$ cat src/hdl/fcspm_pkg.sv
// Shared types, widths and constant tables for the four-channel stereo pan mixer.
// No dependencies; every other file in hdl/ refers to this package by scoped names.

package fcspm_pkg;

    // Channel and field widths
    localparam int CHANNELS     = 4;
    localparam int PRESENT_BITS = CHANNELS - 1;
    localparam int SAMPLE_BITS  = 16;
    localparam int GAIN_BITS    = 16;
    localparam int MASTER_BITS  = 16;
    localparam int WEIGHT_BITS  = 7;
    localparam int VOL_BITS     = 7;
    localparam int PAN_BITS     = 8;
    localparam int OUT_BITS     = 16;

    // Setting ranges and pan curve knees
    localparam int VOL_MAX        = 100;
    localparam int PAN_MAX        = 200;
    localparam int WEIGHT_FULL    = 100;
    localparam int PAN_LEFT_KNEE  = 50;
    localparam int PAN_RIGHT_KNEE = 150;

    // Configuration register map
    localparam int CFG_INDEX_BITS  = 8;
    localparam int CFG_DATA_BITS   = 8;
    localparam int REG_VOLUME_BASE = 0;
    localparam int REG_PAN_BASE    = CHANNELS;

    // Datapath widths
    localparam int TERM_BITS   = SAMPLE_BITS + GAIN_BITS + 1;
    localparam int WTERM_BITS  = TERM_BITS + WEIGHT_BITS + 1;
    localparam int SUM_BITS    = WTERM_BITS + $clog2(CHANNELS);
    localparam int SPLIT_LO    = 22;
    localparam int SPLIT_HI    = SUM_BITS - SPLIT_LO;
    localparam int PHI_BITS    = SPLIT_HI + MASTER_BITS + 1;
    localparam int PLO_BITS    = SPLIT_LO + MASTER_BITS;
    localparam int PROD_BITS   = PHI_BITS + SPLIT_LO + 1;
    localparam int SCALE_SHIFT = SAMPLE_BITS + 14;
    localparam int Y_BITS      = PROD_BITS - SCALE_SHIFT;

    // Output saturation and divide-by-100 via reciprocal
    localparam int OUT_MAX     = 32767;
    localparam int Y_POS_LIM   = WEIGHT_FULL * (OUT_MAX + 1);
    localparam int Y_NEG_LIM   = -(WEIGHT_FULL * OUT_MAX);
    localparam int U_BITS      = 23;
    localparam int RECIP_SHIFT = U_BITS + 7;
    localparam int RECIP_BITS  = 24;
    localparam int RECIP       = (2 ** RECIP_SHIFT + WEIGHT_FULL - 1) / WEIGHT_FULL;
    localparam int QP_BITS     = U_BITS + RECIP_BITS;

    // Volume curve: gain = (v/100)^1.4 * 0.8192 in Q0.16, round half up.
    // Found exactly with integers: b = floor(2*gain) is the largest b with
    // b^5 * 5^34 <= v^7 * 2^116, and the gain is (b+1)/2.
    localparam int ROOT_BITS       = 200;
    localparam int GAIN_SEARCH_TOP = 131071;

    typedef logic [GAIN_BITS-1:0] gain_table_t [0:VOL_MAX];

    function automatic logic [GAIN_BITS-1:0] exact_gain(input int vol);
        logic [ROOT_BITS-1:0] target;
        logic [ROOT_BITS-1:0] trial;
        logic [ROOT_BITS-1:0] five_pow;
        int                   lo;
        int                   hi;
        int                   mid;
        target = ROOT_BITS'(1);
        for (int k = 0; k < 7; k++) target = target * ROOT_BITS'(vol);
        target = target << 116;
        five_pow = ROOT_BITS'(1);
        for (int k = 0; k < 34; k++) five_pow = five_pow * ROOT_BITS'(5);
        lo = 0;
        hi = GAIN_SEARCH_TOP;
        while (lo < hi) begin
            mid = (lo + hi + 1) >> 1;
            trial = five_pow;
            for (int k = 0; k < 5; k++) trial = trial * ROOT_BITS'(mid);
            if (trial <= target) begin
                lo = mid;
            end else begin
                hi = mid - 1;
            end
        end
        return GAIN_BITS'((lo + 1) >> 1);
    endfunction

    function automatic gain_table_t build_gain_table();
        gain_table_t tbl;
        for (int v = 0; v <= VOL_MAX; v++) begin
            tbl[v] = exact_gain(v);
        end
        return tbl;
    endfunction

    localparam gain_table_t GAIN_TABLE = build_gain_table();

    // Pan setting to right weight in hundredths
    function automatic logic [WEIGHT_BITS-1:0] right_weight(input logic [PAN_BITS-1:0] pan);
        logic [WEIGHT_BITS-1:0] w;
        if (pan <= PAN_BITS'(PAN_LEFT_KNEE)) begin
            w = WEIGHT_BITS'(PAN_LEFT_KNEE + int'(pan));
        end else if (pan <= PAN_BITS'(PAN_RIGHT_KNEE)) begin
            w = WEIGHT_BITS'(PAN_RIGHT_KNEE - int'(pan));
        end else begin
            w = WEIGHT_BITS'(int'(pan) - PAN_RIGHT_KNEE);
        end
        return w;
    endfunction

    // Input item
    typedef struct packed {
        logic signed [SAMPLE_BITS-1:0] sample_ch0;
        logic signed [SAMPLE_BITS-1:0] sample_ch1;
        logic signed [SAMPLE_BITS-1:0] sample_ch2;
        logic signed [SAMPLE_BITS-1:0] sample_ch3;
        logic [PRESENT_BITS-1:0]       channel_present;
        logic [MASTER_BITS-1:0]        master_gain_left;
        logic [MASTER_BITS-1:0]        master_gain_right;
        logic                          batch_end;
    } in_t;

    // Result item
    typedef struct packed {
        logic signed [OUT_BITS-1:0] left_out;
        logic signed [OUT_BITS-1:0] right_out;
        logic                       clipped;
        logic                       batch_end_out;
    } out_t;

    // Per-channel coefficients from the register file
    typedef struct packed {
        logic [CHANNELS-1:0][GAIN_BITS-1:0]   gain;
        logic [CHANNELS-1:0][WEIGHT_BITS-1:0] w_right;
        logic [CHANNELS-1:0][WEIGHT_BITS-1:0] w_left;
    } coef_t;

    // Side sums handed from the channel pipe to the scaler
    typedef struct packed {
        logic signed [SUM_BITS-1:0] sum_left;
        logic signed [SUM_BITS-1:0] sum_right;
        logic [MASTER_BITS-1:0]     master_left;
        logic [MASTER_BITS-1:0]     master_right;
        logic                       batch_end;
    } sum_t;

endpackage

$ cat src/hdl/fcspm_cfg.sv
// Configuration register file: volume and pan settings turned into gains and weights.
// Depends on fcspm_pkg (gain table, pan curve, coef_t).

module fcspm_cfg (
    input  logic                                 aclk,
    input  logic                                 aresetn,
    input  logic                                 cfg_valid,
    output logic                                 cfg_ready,
    input  logic [fcspm_pkg::CFG_INDEX_BITS-1:0] cfg_index,
    input  logic [fcspm_pkg::CFG_DATA_BITS-1:0]  cfg_data,
    output fcspm_pkg::coef_t                     coef
);

    localparam logic [fcspm_pkg::VOL_BITS-1:0] VOL_TOP =
        fcspm_pkg::VOL_BITS'(fcspm_pkg::VOL_MAX);
    localparam logic [fcspm_pkg::PAN_BITS-1:0] PAN_TOP =
        fcspm_pkg::PAN_BITS'(fcspm_pkg::PAN_MAX);
    localparam logic [fcspm_pkg::WEIGHT_BITS-1:0] W_FULL =
        fcspm_pkg::WEIGHT_BITS'(fcspm_pkg::WEIGHT_FULL);

    logic [fcspm_pkg::VOL_BITS-1:0]    vol_clamped;
    logic [fcspm_pkg::PAN_BITS-1:0]    pan_clamped;
    logic [fcspm_pkg::GAIN_BITS-1:0]   gain_wr;
    logic [fcspm_pkg::WEIGHT_BITS-1:0] right_wr;
    fcspm_pkg::coef_t                  coef_reg;
    fcspm_pkg::coef_t                  coef_next;
    logic                              weights_ok;

    // Writes are taken every cycle
    assign cfg_ready = 1'b1;
    assign coef      = coef_reg;

    // Clamp and convert the write data
    always_comb begin
        vol_clamped = cfg_data[fcspm_pkg::VOL_BITS-1:0];
        if (vol_clamped > VOL_TOP) begin
            vol_clamped = VOL_TOP;
        end
        pan_clamped = cfg_data[fcspm_pkg::PAN_BITS-1:0];
        if (pan_clamped > PAN_TOP) begin
            pan_clamped = PAN_TOP;
        end
        gain_wr  = fcspm_pkg::GAIN_TABLE[vol_clamped];
        right_wr = fcspm_pkg::right_weight(pan_clamped);
    end

    // Register decode; unknown indexes are dropped
    always_comb begin
        coef_next = coef_reg;
        for (int c = 0; c < fcspm_pkg::CHANNELS; c++) begin
            if (cfg_valid && cfg_index ==
                fcspm_pkg::CFG_INDEX_BITS'(fcspm_pkg::REG_VOLUME_BASE + c)) begin
                coef_next.gain[c] = gain_wr;
            end
            if (cfg_valid && cfg_index ==
                fcspm_pkg::CFG_INDEX_BITS'(fcspm_pkg::REG_PAN_BASE + c)) begin
                coef_next.w_right[c] = right_wr;
                coef_next.w_left[c]  = W_FULL - right_wr;
            end
        end
    end

    always_ff @(posedge aclk) begin
        if (!aresetn) begin
            for (int c = 0; c < fcspm_pkg::CHANNELS; c++) begin
                coef_reg.gain[c]    <= fcspm_pkg::GAIN_TABLE[fcspm_pkg::VOL_MAX];
                coef_reg.w_right[c] <= fcspm_pkg::right_weight('0);
                coef_reg.w_left[c]  <= W_FULL - fcspm_pkg::right_weight('0);
            end
        end else begin
            coef_reg <= coef_next;
        end
    end

    // Left and right weights always split one hundred
    always_comb begin
        weights_ok = 1'b1;
        for (int c = 0; c < fcspm_pkg::CHANNELS; c++) begin
            if (coef_reg.w_right[c] > W_FULL ||
                coef_reg.w_right[c] + coef_reg.w_left[c] != W_FULL) begin
                weights_ok = 1'b0;
            end
        end
    end

    a_weights_split: assert property (@(posedge aclk) disable iff (!aresetn)
        weights_ok)
        else $error("pan weights do not sum to full scale");

    a_full_volume_gain: assert property (@(posedge aclk) disable iff (!aresetn)
        cfg_valid && cfg_index ==
            fcspm_pkg::CFG_INDEX_BITS'(fcspm_pkg::REG_VOLUME_BASE) &&
            cfg_data[fcspm_pkg::VOL_BITS-1:0] >= VOL_TOP
        |=> coef_reg.gain[0] == fcspm_pkg::GAIN_TABLE[fcspm_pkg::VOL_MAX])
        else $error("full volume write did not load the top gain");

endmodule

$ cat config.mk
export PLATFORM = sky130hd
export DESIGN_NAME = fcspm_cfg
export DESIGN_NICKNAME = d
export VERILOG_FILES = /design/src/hdl/fcspm_pkg.sv /design/src/hdl/fcspm_cfg.sv
export SDC_FILE = /design/constraint.sdc
export NUM_CORES = 1
export LEC_CHECK = 0
export BUFFER_PORTS_ARGS = -buffer_cell sky130_fd_sc_hd__buf_2
export CORE_AREA = 8 8 143 145
export CTS_BUF_LIST = sky130_fd_sc_hd__clkbuf_8
export CTS_CLUSTER_DIAMETER = 150
export DETAILED_ROUTE_END_ITERATION = 10
export DIE_AREA = 0 0 151 153
export GPL_TIMING_DRIVEN = 0
export PLACE_DENSITY_LB_ADDON = 0.05
export SYNTH_ARGS = -nofsm -noshare
export SYNTH_HDL_FRONTEND = slang
export SYNTH_SLANG_ARGS = --single-unit
$ cat constraint.sdc
create_clock -name aclk -period 3.95 [get_ports aclk]
set_clock_uncertainty 0.15 [all_clocks]
set_input_delay 0.395 -clock aclk [delete_from_list [all_inputs] [get_ports aclk]]
set_output_delay 0.395 -clock aclk [all_outputs]
set_load 0.02 [all_outputs]
==> run summary <==
status: finished, final reports clean
ANT nets after route: 0
top-area cell type share of the netlist area: 32.6%
hold_sp: coef[31]
WS Path Type: input pin to register
Max Root-Sink Buffers: 2
RSZ-0062 raised after global routing: no
Most used DFF post-synth: dfxtp_1
Finish-stage setup viols: 0
most frequent cell on the critical path: buf_2
Data arrival, critical path: 3.98 ns
synth warn: 0
initial antenna violation count: 0
multi-input logic area: 4380 um2
Remaining DRCs: 0
f_max: 260 MHz
Util after Layout: 46.5%
worst setup path startpoint: cfg_data[6]
diodes inserted: 0
vias per cell: 6.24
std cell rows: 50
Post-Syn Area: 7110 um2
Place WS: -0.945 ns
cell area after layout: 8490 um2
DIE AREA: 23100 um2
pwr dens: 333 nW/um2
max reg flops: 116
Synth area leader: dfxtp_1
Post-Route WL: 32700 um
slowest CP cell: o21ai_1
Buffers on Ports: 134
Synth async-reset ratio: 0%
Mapped Nets: 983
clock root buffer: clkbuf_8
Startpoint Class: input pin
share of cells above drive strength 1: 20.3%
Global Route Usage Sum: 27.3%
Final WS setup: 0.0997 ns
Syn Area/Cell: 7.50 um2
Synth Register Bits: 116
Crit. End Element: register
CORE AREA: 18300 um2
min Tclk post-route: 3.85 ns
Die Span Y: 153 um
Final HPWL DP: 24900 um
LEAKAGE: 3.52 nW
Avg WL per Cell: 24.3 um
Starting DRT DRC Count: 778
Final Net Count: 1135
clk_lat worst skew: 0.42 ns
Worst EP required: 4.08 ns
crit-path cells: buf_2 > buf_2 > clkbuf_2 > o311ai_1 > buf_2 > nand2_1 > ha_1 > clkbuf_1 > o21ai_1 > o211a_1 > nor3_1 > a221oi_1 > a221o_1 > o21ai_0
Die Span X: 151 um
max-slew violation count: 0
Synth Instances: 949
first-pass GRT wire length: 48700 um
vias in the first global route: 8066
Post-synth EDFFs: 0
H-tree depth: 4
hold buffer count at CTS: 0
First-pass DRT Iterations: 6
grt ovf: 0
RR Startpoint: coef[101]
r2r setup slk: 2.95 ns
VDD IR max: 0.000243 V
worst reg-to-reg path cell count: 2
reg2reg end: coef[101]
P&R area growth vs syn: 19.3%
Slew HR: 35.5%
GR peak layer: met2
met3 usage: 7.06%
Starting Density: 38.9%
period utilization: 97.5%
final hold vios: 0
detailed-route via count: 8399
largest net degree at the start of global routing: 20
register area share after synthesis: 32.6%
CTS sink cnt: 116
Hold Path Class: register to register
Storage cell area: 2320 um2
Max Cap Violations: 0
Design Power: 2.83 mW
commonest cells in the synthesized netlist: dfxtp_1, nand2_1, a21oi_1
Critical Path End: coef[62]
cell area after placement: 8080 um2
fillers: 1932
largest cells by area after synthesis: dfxtp_1, nand2_1, a21oi_1
met1 Use GR: 35.1%
Yosys cell types: 78
# IOs: 140
slowest stage delay, CP: 0.58 ns
GR Layer Usage met2: 42.0%
routability cong.: 1.00
clock-pin slew on the worst setup and hold paths: 0.07 ns
CTS buffer count: 17
crit path max fanout: 10
Worst Tran Pin Value: 0.960 ns
TritonCTS clock tree: built
[cells in the final DEF (no fill, tap or decap), types with 6 or more instances in the layout]
cell / instances
or2_2: 6
nand2_1: 116
nor2b_1: 7
o21a_1: 7
a31oi_1: 17
inv_1: 14
a211oi_1: 26
o2111ai_1: 6
nor3_1: 27
nor2_1: 76
buf_1: 8
buf_2: 152
nand3_1: 37
ha_1: 14
o221ai_1: 9
and2_1: 6
o21ai_1: 8
clkbuf_8: 17
a21o_1: 7
buf_4: 6
a311oi_1: 8
nand2b_1: 12
o31ai_1: 6
and3_1: 6
clkbuf_1: 56
a21oi_1: 85
nand4_1: 7
o21ai_0: 75
o211ai_1: 53
o211a_1: 8
a22oi_1: 6
a211o_1: 6
dfxtp_1: 116
[layer usage]
layer	part of all wire (%)	routed length, um
met1	42	13700
met2	44	14500
met3	9.4	3090
met4	4.4	1440
met5	0	0
[area by class of cell]
cell class                      count  area share (%)
Clock inverter                     14            1.40
Tap cell                          234            3.45
Inverter                           15           0.663
Clock buffer                       17            2.76
Sequential cell                   116            27.4
Buffer                             92            4.70
Multi-Input combinational cell    723            51.6
Timing Repair Buffer              136            8.05
[power breakdown]
part	switching [mW]	leakage [nW]	internal (mW)
Clock	0.490	0.180	0.488
Combinational	0.485	2.40	0.193
Sequential	0.00133	0.937	1.17
Total	0.977	3.52	1.85
[worst max-delay path, delay by kind of cell]
| family | cells | cell delay [ns] |
|---|---|---|
| AOI/OAI and AO/OA | 6 | 1.87 |
| adders and majority gates | 1 | 0.29 |
| buffers and inverters | 5 | 1.11 |
| and+or+nand+nor | 2 | 0.29 |
[kinds of logic after synthesis]
family / synth area share [%]
AOI/OAI and AO/OA: 36.2
DFF: 32.6
other: 0.0527
muxes: 1.64
and+or+nand+nor: 19.9
buffers and inverters: 6.45
xor gates and xnor gates: 0.493
adders and majority gates: 2.64
[metrics by stage]
stage / std cells / hold slack, ns / setup TNS [ns]
floorplan: 949 / 0.384 / 0
global route: 1347 / 0.334 / 0
finish: 1347 / 0.306 / 0
detailed placement: 1318 / 0.294 / -61.82
global placement: 1317 / 0.294 / -107.68
CTS: 1346 / 0.305 / 0
[what timing repair did]
action / in CTS / in global routing
gates resized for setup: 7 / 11
setup endpoints to repair: 79 / 51
pin swaps: 0 / 1
buffers inserted: 0 / 1
[how the worst min path moves through the flow]
stage               end  slack (ns)  depth (start not counted)
3_5_place_dp   coef[31]        0.29                          2
3_3_place_gp   coef[52]        0.29                          2
2_1_floorplan  coef[45]        0.38                          2
6_report       coef[31]        0.31                          2
5_1_grt        coef[52]        0.33                          2
4_1_cts        coef[31]        0.31                          2
Power figures use the tool's default switching activity.
