==> config.mk <==
export PLATFORM = sky130hd
export DESIGN_NAME = fcspm_scale
export DESIGN_NICKNAME = d
export VERILOG_FILES = /design/src/hdl/fcspm_pkg.sv /design/src/hdl/fcspm_scale.sv
export SDC_FILE = /design/constraint.sdc
export NUM_CORES = 2
export LEC_CHECK = 0
export CAP_MARGIN = 10
export CELL_PAD_IN_SITES_DETAIL_PLACEMENT = 0
export CELL_PAD_IN_SITES_GLOBAL_PLACEMENT = 2
export CORE_UTILIZATION = 35
export DETAILED_ROUTE_END_ITERATION = 8
export DONT_BUFFER_PORTS = 1
export PLACE_DENSITY_LB_ADDON = 0.1
export SLEW_MARGIN = 5
export SYNTH_ARGS = -nofsm -noshare
export SYNTH_HDL_FRONTEND = slang
export SYNTH_SLANG_ARGS = --single-unit
==> constraint.sdc <==
create_clock -name aclk -period 10 [get_ports aclk]
set_input_delay 0.5 -clock aclk [delete_from_list [all_inputs] [get_ports aclk]]
set_output_delay 0.5 -clock aclk [all_outputs]
set_load 0.02 [all_outputs]
==> src/hdl/fcspm_pkg.sv <==
// Shared types, widths and constant tables for the four-channel stereo pan mixer.
// No dependencies; every other file in hdl/ refers to this package by scoped names.

package fcspm_pkg;

    // Channel and field widths
    localparam int CHANNELS     = 4;
    localparam int PRESENT_BITS = CHANNELS - 1;
    localparam int SAMPLE_BITS  = 16;
    localparam int GAIN_BITS    = 16;
    localparam int MASTER_BITS  = 16;
    localparam int WEIGHT_BITS  = 7;
    localparam int VOL_BITS     = 7;
    localparam int PAN_BITS     = 8;
    localparam int OUT_BITS     = 16;

    // Setting ranges and pan curve knees
    localparam int VOL_MAX        = 100;
    localparam int PAN_MAX        = 200;
    localparam int WEIGHT_FULL    = 100;
    localparam int PAN_LEFT_KNEE  = 50;
    localparam int PAN_RIGHT_KNEE = 150;

    // Configuration register map
    localparam int CFG_INDEX_BITS  = 8;
    localparam int CFG_DATA_BITS   = 8;
    localparam int REG_VOLUME_BASE = 0;
    localparam int REG_PAN_BASE    = CHANNELS;

    // Datapath widths
    localparam int TERM_BITS   = SAMPLE_BITS + GAIN_BITS + 1;
    localparam int WTERM_BITS  = TERM_BITS + WEIGHT_BITS + 1;
    localparam int SUM_BITS    = WTERM_BITS + $clog2(CHANNELS);
    localparam int SPLIT_LO    = 22;
    localparam int SPLIT_HI    = SUM_BITS - SPLIT_LO;
    localparam int PHI_BITS    = SPLIT_HI + MASTER_BITS + 1;
    localparam int PLO_BITS    = SPLIT_LO + MASTER_BITS;
    localparam int PROD_BITS   = PHI_BITS + SPLIT_LO + 1;
    localparam int SCALE_SHIFT = SAMPLE_BITS + 14;
    localparam int Y_BITS      = PROD_BITS - SCALE_SHIFT;

    // Output saturation and divide-by-100 via reciprocal
    localparam int OUT_MAX     = 32767;
    localparam int Y_POS_LIM   = WEIGHT_FULL * (OUT_MAX + 1);
    localparam int Y_NEG_LIM   = -(WEIGHT_FULL * OUT_MAX);
    localparam int U_BITS      = 23;
    localparam int RECIP_SHIFT = U_BITS + 7;
    localparam int RECIP_BITS  = 24;
    localparam int RECIP       = (2 ** RECIP_SHIFT + WEIGHT_FULL - 1) / WEIGHT_FULL;
    localparam int QP_BITS     = U_BITS + RECIP_BITS;

    // Volume curve: gain = (v/100)^1.4 * 0.8192 in Q0.16, round half up.
    // Found exactly with integers: b = floor(2*gain) is the largest b with
    // b^5 * 5^34 <= v^7 * 2^116, and the gain is (b+1)/2.
    localparam int ROOT_BITS       = 200;
    localparam int GAIN_SEARCH_TOP = 131071;

    typedef logic [GAIN_BITS-1:0] gain_table_t [0:VOL_MAX];

    function automatic logic [GAIN_BITS-1:0] exact_gain(input int vol);
        logic [ROOT_BITS-1:0] target;
        logic [ROOT_BITS-1:0] trial;
        logic [ROOT_BITS-1:0] five_pow;
        int                   lo;
        int                   hi;
        int                   mid;
        target = ROOT_BITS'(1);
        for (int k = 0; k < 7; k++) target = target * ROOT_BITS'(vol);
        target = target << 116;
        five_pow = ROOT_BITS'(1);
        for (int k = 0; k < 34; k++) five_pow = five_pow * ROOT_BITS'(5);
        lo = 0;
        hi = GAIN_SEARCH_TOP;
        while (lo < hi) begin
            mid = (lo + hi + 1) >> 1;
            trial = five_pow;
            for (int k = 0; k < 5; k++) trial = trial * ROOT_BITS'(mid);
            if (trial <= target) begin
                lo = mid;
            end else begin
                hi = mid - 1;
            end
        end
        return GAIN_BITS'((lo + 1) >> 1);
    endfunction

    function automatic gain_table_t build_gain_table();
        gain_table_t tbl;
        for (int v = 0; v <= VOL_MAX; v++) begin
            tbl[v] = exact_gain(v);
        end
        return tbl;
    endfunction

    localparam gain_table_t GAIN_TABLE = build_gain_table();

    // Pan setting to right weight in hundredths
    function automatic logic [WEIGHT_BITS-1:0] right_weight(input logic [PAN_BITS-1:0] pan);
        logic [WEIGHT_BITS-1:0] w;
        if (pan <= PAN_BITS'(PAN_LEFT_KNEE)) begin
            w = WEIGHT_BITS'(PAN_LEFT_KNEE + int'(pan));
        end else if (pan <= PAN_BITS'(PAN_RIGHT_KNEE)) begin
            w = WEIGHT_BITS'(PAN_RIGHT_KNEE - int'(pan));
        end else begin
            w = WEIGHT_BITS'(int'(pan) - PAN_RIGHT_KNEE);
        end
        return w;
    endfunction

    // Input item
    typedef struct packed {
        logic signed [SAMPLE_BITS-1:0] sample_ch0;
        logic signed [SAMPLE_BITS-1:0] sample_ch1;
        logic signed [SAMPLE_BITS-1:0] sample_ch2;
        logic signed [SAMPLE_BITS-1:0] sample_ch3;
        logic [PRESENT_BITS-1:0]       channel_present;
        logic [MASTER_BITS-1:0]        master_gain_left;
        logic [MASTER_BITS-1:0]        master_gain_right;
        logic                          batch_end;
    } in_t;

    // Result item
    typedef struct packed {
        logic signed [OUT_BITS-1:0] left_out;
        logic signed [OUT_BITS-1:0] right_out;
        logic                       clipped;
        logic                       batch_end_out;
    } out_t;

    // Per-channel coefficients from the register file
    typedef struct packed {
        logic [CHANNELS-1:0][GAIN_BITS-1:0]   gain;
        logic [CHANNELS-1:0][WEIGHT_BITS-1:0] w_right;
        logic [CHANNELS-1:0][WEIGHT_BITS-1:0] w_left;
    } coef_t;

    // Side sums handed from the channel pipe to the scaler
    typedef struct packed {
        logic signed [SUM_BITS-1:0] sum_left;
        logic signed [SUM_BITS-1:0] sum_right;
        logic [MASTER_BITS-1:0]     master_left;
        logic [MASTER_BITS-1:0]     master_right;
        logic                       batch_end;
    } sum_t;

endpackage

==> src/hdl/fcspm_scale.sv <==
// Master scaler: sum times master gain, floor divide, saturate (4 stages incl. output).
// Depends on fcspm_pkg (sum_t, out_t, widths and reciprocal constants).

module fcspm_scale (
    input  logic             aclk,
    input  logic             aresetn,
    input  logic             sum_valid,
    output logic             sum_ready,
    input  fcspm_pkg::sum_t  sum_data,
    output logic             m_valid,
    input  logic             m_ready,
    output fcspm_pkg::out_t  m_payload
);

    localparam logic signed [fcspm_pkg::Y_BITS-1:0] Y_HI =
        fcspm_pkg::Y_BITS'(fcspm_pkg::Y_POS_LIM);
    localparam logic signed [fcspm_pkg::Y_BITS-1:0] Y_LO =
        fcspm_pkg::Y_BITS'(fcspm_pkg::Y_NEG_LIM);
    localparam logic [fcspm_pkg::RECIP_BITS-1:0] RECIP_K =
        fcspm_pkg::RECIP_BITS'(fcspm_pkg::RECIP);
    localparam logic signed [fcspm_pkg::OUT_BITS-1:0] OUT_HI =
        fcspm_pkg::OUT_BITS'(fcspm_pkg::OUT_MAX);
    localparam logic signed [fcspm_pkg::OUT_BITS-1:0] OUT_LO = -OUT_HI;
    localparam logic [fcspm_pkg::OUT_BITS-1:0] OUT_BIAS =
        fcspm_pkg::OUT_BITS'(fcspm_pkg::OUT_MAX + 1);
    localparam logic signed [fcspm_pkg::OUT_BITS-1:0] OUT_NEG_FULL =
        {1'b1, {(fcspm_pkg::OUT_BITS-1){1'b0}}};

    // Stage D: split partial products
    logic                                    d_valid_reg, d_en;
    logic signed [fcspm_pkg::PHI_BITS-1:0]   phi_l_reg, phi_r_reg;
    logic [fcspm_pkg::PLO_BITS-1:0]          plo_l_reg, plo_r_reg;
    logic                                    d_be_reg;

    // Stage E: floored product over 2^30
    logic                                    e_valid_reg, e_en;
    logic signed [fcspm_pkg::PROD_BITS-1:0]  prod_l, prod_r;
    logic signed [fcspm_pkg::Y_BITS-1:0]     y_l_reg, y_r_reg;
    logic                                    e_be_reg;

    // Stage F: range flags and reciprocal product
    logic                                    f_valid_reg, f_en;
    logic [fcspm_pkg::U_BITS-1:0]            u_l, u_r;
    logic [fcspm_pkg::QP_BITS-1:0]           qp_l_reg, qp_r_reg;
    logic                                    pos_l_reg, neg_l_reg, pos_r_reg, neg_r_reg;
    logic                                    f_be_reg;

    // Stage G: output register
    logic                                    g_en;
    logic                                    m_valid_reg;
    fcspm_pkg::out_t                         out_reg, out_next;

    assign g_en      = !m_valid_reg || m_ready;
    assign f_en      = !f_valid_reg || g_en;
    assign e_en      = !e_valid_reg || f_en;
    assign d_en      = !d_valid_reg || e_en;
    assign sum_ready = d_en;
    assign m_valid   = m_valid_reg;
    assign m_payload = out_reg;

    function automatic logic signed [fcspm_pkg::OUT_BITS-1:0] sat_side(
        input logic                          pos,
        input logic                          neg,
        input logic [fcspm_pkg::QP_BITS-1:0] qp
    );
        logic [fcspm_pkg::OUT_BITS-1:0] q;
        q = qp[fcspm_pkg::RECIP_SHIFT +: fcspm_pkg::OUT_BITS];
        if (pos) begin
            return OUT_HI;
        end else if (neg) begin
            return OUT_LO;
        end
        return $signed(q - OUT_BIAS);
    endfunction

    // Rebuild full product; arithmetic shift gives the floor
    always_comb begin
        prod_l = (fcspm_pkg::PROD_BITS'(phi_l_reg) <<< fcspm_pkg::SPLIT_LO)
               + $signed(fcspm_pkg::PROD_BITS'(plo_l_reg));
        prod_r = (fcspm_pkg::PROD_BITS'(phi_r_reg) <<< fcspm_pkg::SPLIT_LO)
               + $signed(fcspm_pkg::PROD_BITS'(plo_r_reg));
    end

    // Bias into an unsigned range for the divide by one hundred
    assign u_l = fcspm_pkg::U_BITS'(y_l_reg + Y_HI);
    assign u_r = fcspm_pkg::U_BITS'(y_r_reg + Y_HI);

    always_comb begin
        out_next.left_out      = sat_side(pos_l_reg, neg_l_reg, qp_l_reg);
        out_next.right_out     = sat_side(pos_r_reg, neg_r_reg, qp_r_reg);
        out_next.clipped       = pos_l_reg | neg_l_reg | pos_r_reg | neg_r_reg;
        out_next.batch_end_out = f_be_reg;
    end

    // Valid bits
    always_ff @(posedge aclk) begin
        if (!aresetn) begin
            d_valid_reg <= 1'b0;
            e_valid_reg <= 1'b0;
            f_valid_reg <= 1'b0;
            m_valid_reg <= 1'b0;
        end else begin
            if (d_en) d_valid_reg <= sum_valid;
            if (e_en) e_valid_reg <= d_valid_reg;
            if (f_en) f_valid_reg <= e_valid_reg;
            if (g_en) m_valid_reg <= f_valid_reg;
        end
    end

    // Payload registers
    always_ff @(posedge aclk) begin
        if (d_en) begin
            phi_l_reg <= $signed(sum_data.sum_left[fcspm_pkg::SUM_BITS-1:fcspm_pkg::SPLIT_LO])
                       * $signed({1'b0, sum_data.master_left});
            phi_r_reg <= $signed(sum_data.sum_right[fcspm_pkg::SUM_BITS-1:fcspm_pkg::SPLIT_LO])
                       * $signed({1'b0, sum_data.master_right});
            plo_l_reg <= sum_data.sum_left[fcspm_pkg::SPLIT_LO-1:0] * sum_data.master_left;
            plo_r_reg <= sum_data.sum_right[fcspm_pkg::SPLIT_LO-1:0] * sum_data.master_right;
            d_be_reg  <= sum_data.batch_end;
        end
        if (e_en) begin
            y_l_reg  <= $signed(prod_l[fcspm_pkg::PROD_BITS-1:fcspm_pkg::SCALE_SHIFT]);
            y_r_reg  <= $signed(prod_r[fcspm_pkg::PROD_BITS-1:fcspm_pkg::SCALE_SHIFT]);
            e_be_reg <= d_be_reg;
        end
        if (f_en) begin
            pos_l_reg <= y_l_reg >= Y_HI;
            neg_l_reg <= y_l_reg < Y_LO;
            pos_r_reg <= y_r_reg >= Y_HI;
            neg_r_reg <= y_r_reg < Y_LO;
            qp_l_reg  <= u_l * RECIP_K;
            qp_r_reg  <= u_r * RECIP_K;
            f_be_reg  <= e_be_reg;
        end
        if (g_en) begin
            out_reg <= out_next;
        end
    end

    a_clip_saturates: assert property (@(posedge aclk) disable iff (!aresetn)
        m_valid && m_payload.clipped |->
            m_payload.left_out == OUT_HI || m_payload.left_out == OUT_LO ||
            m_payload.right_out == OUT_HI || m_payload.right_out == OUT_LO)
        else $error("clip flag set without a saturated side");

    a_no_full_negative: assert property (@(posedge aclk) disable iff (!aresetn)
        m_valid |-> m_payload.left_out != OUT_NEG_FULL &&
                    m_payload.right_out != OUT_NEG_FULL)
        else $error("output reached the full negative code");

    a_stage_f_hold: assert property (@(posedge aclk) disable iff (!aresetn)
        f_valid_reg && !g_en |=> f_valid_reg && $stable(qp_l_reg) && $stable(qp_r_reg))
        else $error("stalled quotient stage changed");

endmodule

==> metrics <==
# DRC=0; DRT iter0 DRCs=roughly 1,800; fmax=122 MHz; startpoint types=flip-flop; post-synthesis sequential area ratio=10.1%; crit share post-route=81.6%; root buf cell=clkbuf_16; row cnt=between 150 and 200; Initial Util=a little over a third; Yosys cell types=approximately 80; final instance area=roughly 77,000 µm²; H-tree depth=2; hold_ws=0.0546 ns; clock-pin slew on the worst setup and hold paths=about 0.050 ns; Synth Area in Compound Gates=approximately 4.2%; ys async rst share=0%; CP Class=reg -> reg; layout cells sized above 1=approximately 1.3%; final std cells w/o fill=around 10,000; drt total wl=201,000 µm; Final Hold Violating Endpoints=0; most frequent cells in the layout=inv_1, fa_1, nand2_1; via count=roughly 47,000; max incr delay on CP=0.56 ns; CTS resizes=0; Final Skew=0.0229 ns; setup TNS=0 ns; # setup viols final=0; first-pass GRT wire length=roughly 320,000 µm; Synth Flop Type=edfxtp_1; Synth Area in XOR/XNOR=under 10%; reg2reg start=y_r_reg[17]; vias in the first global route=about 53,000; Syn Area/Cell=9.75 µm²; FF+latch count, synth=around 250; clock sink count=about 250; setup bufs post-CTS=0; TritonCTS clock tree=built; CP max FO=8; crit end category=flip-flop; worst-margin pin slew=0.904 ns; CP arrival=8.50 ns; Die Wd=459 µm; routed len/inst=about 20 µm; Final min period=8.16 ns; DRT Pass-1 Iters=5; post-synthesis mux area share=less than 1%; die area=around 210,000 µm²; GPL Wtd Cong=0.863; Simple-Gate Fraction of Synth Area=between 10% and 20%; Slew Limit Fails=0; largest net degree at the start of global routing=62; Die H=459 µm; normalized max-slew margin=about two fifths; dpl hpwl=around 160,000 µm; largest family of logic cells by synthesized area=adder cells; RSZ-0062 raised after global routing=false; Min-Delay Path Class=in -> reg; Post-Synth Adder-Cell Area=approximately three fifths; grt ovf=0; IO Port Bufs=0; Buf/Inv on CP=4; most frequent CP cell=fa_1; Max-cap violations=0; Post-Syn Area=73,200 µm²; EDFF count, synth=243; area delta synth->final=5.14%; antenna violations before repair=9; CP max stage cell=edfxtp_1; I/O pins=about 160; DP Area=75,900 µm²; Worst EP required=10.34 ns; Inst Count DP=~10,000; syn_nets=a little over 10,000; CTS Buf Count=35; remaining antenna violation count=0; yosys warns=0; Worst-Skew Late Latency=~0.60 ns; CP top delay family=adder cells; Critical Path Source=y_r_reg[17]; outcome=completed; commonest non-fill, non-tap cell in the layout=inv_1; Longest Clk Path Bufs=3; core area=roughly 210,000 µm²; gr usage total=between 15 and 20%; hold_sp=aresetn; Post-Syn Instances=roughly 7,500; cts-stage hold buffer count=2; vias per cell=4.69; Final nets=around 10,000
cell type report:
cell class,count,area (µm²)
Clock buffer,39,891
Fill cell,21200,130000
Timing Repair Buffer,9,72.6
Tap cell,2788,3490
Multi-Input combinational cell,5045,57500
Sequential cell,247,7380
Antenna cell,2,5.00
Inverter,1978,7420
Clock inverter,23,220
logic make-up after synthesis:
| family | count (synthesis) |
|---|---|
| mux | 1 |
| fa+ha+maj | 2540 |
| compound gates | 463 |
| buf+inv | 2223 |
| flops | 247 |
| simple gates | 1830 |
| xor+xnor | 211 |
synth_stat cells, drive strengths merged (4+ instances only):
cell type	number	area share (%)
o2111ai	7	0.084
nor2	115	0.59
and4	10	0.12
nand2	978	5.0
and2	501	4.3
a211oi	20	0.22
o21ai	83	0.57
a21o	91	0.93
o21a	42	0.43
a31o	13	0.16
edfxtp	243	10
fa	1610	44
a31oi	14	0.14
nand3	45	0.31
o311a	4	0.055
and3	22	0.19
xor2	60	0.72
a2111oi	5	0.060
ha	930	16
a21boi	4	0.041
clkbuf	242	1.2
or2	8	0.068
or4	5	0.056
o21bai	11	0.11
a21oi	116	0.79
nor4	9	0.077
a221oi	4	0.065
o211ai	10	0.10
nand4	30	0.26
xnor2	151	1.8
nand2b	20	0.17
inv	1978	10
or3	10	0.092
dfxtp	4	0.11
o41a	4	0.061
nor3	37	0.26
nor2b	28	0.24
metal layers:
layer / global-route usage (%) / wire length [µm] / part of all wire (%) / vias up
met3: 1.76 / 6090 / 3.0 / 118
met4: 2.13 / 1940 / 0.97 / 0
met5: 0 / 0 / 0 / -
met2: 32.6 / 94100 / 47 / 616
met1: 28.2 / 98500 / 49 / 24700
li1: - / - / - / 22000
metrics by stage:
stage	setup WS (ns)	util (%)
CTS	1.81	37.1
global placement	1.90	36.6
global route	1.42	37.1
finish	1.84	37.1
detailed placement	1.82	36.6
floorplan	2.54	-
final timing paths:
| check | slack (ns) | end | depth (start not counted) |
|---|---|---|---|
| setup reg to reg | 1.84 | qp_r_reg[43] | 27 |
| hold / removal | 0.05 | d_valid_reg | 1 |
| setup / recovery | 1.84 | qp_r_reg[43] | 27 |
| hold reg to reg | 0.42 | f_be_reg | 0 |
Power is not shown: default switching activity piles up to over one toggle a cycle in this logic, so the estimate is an artifact.
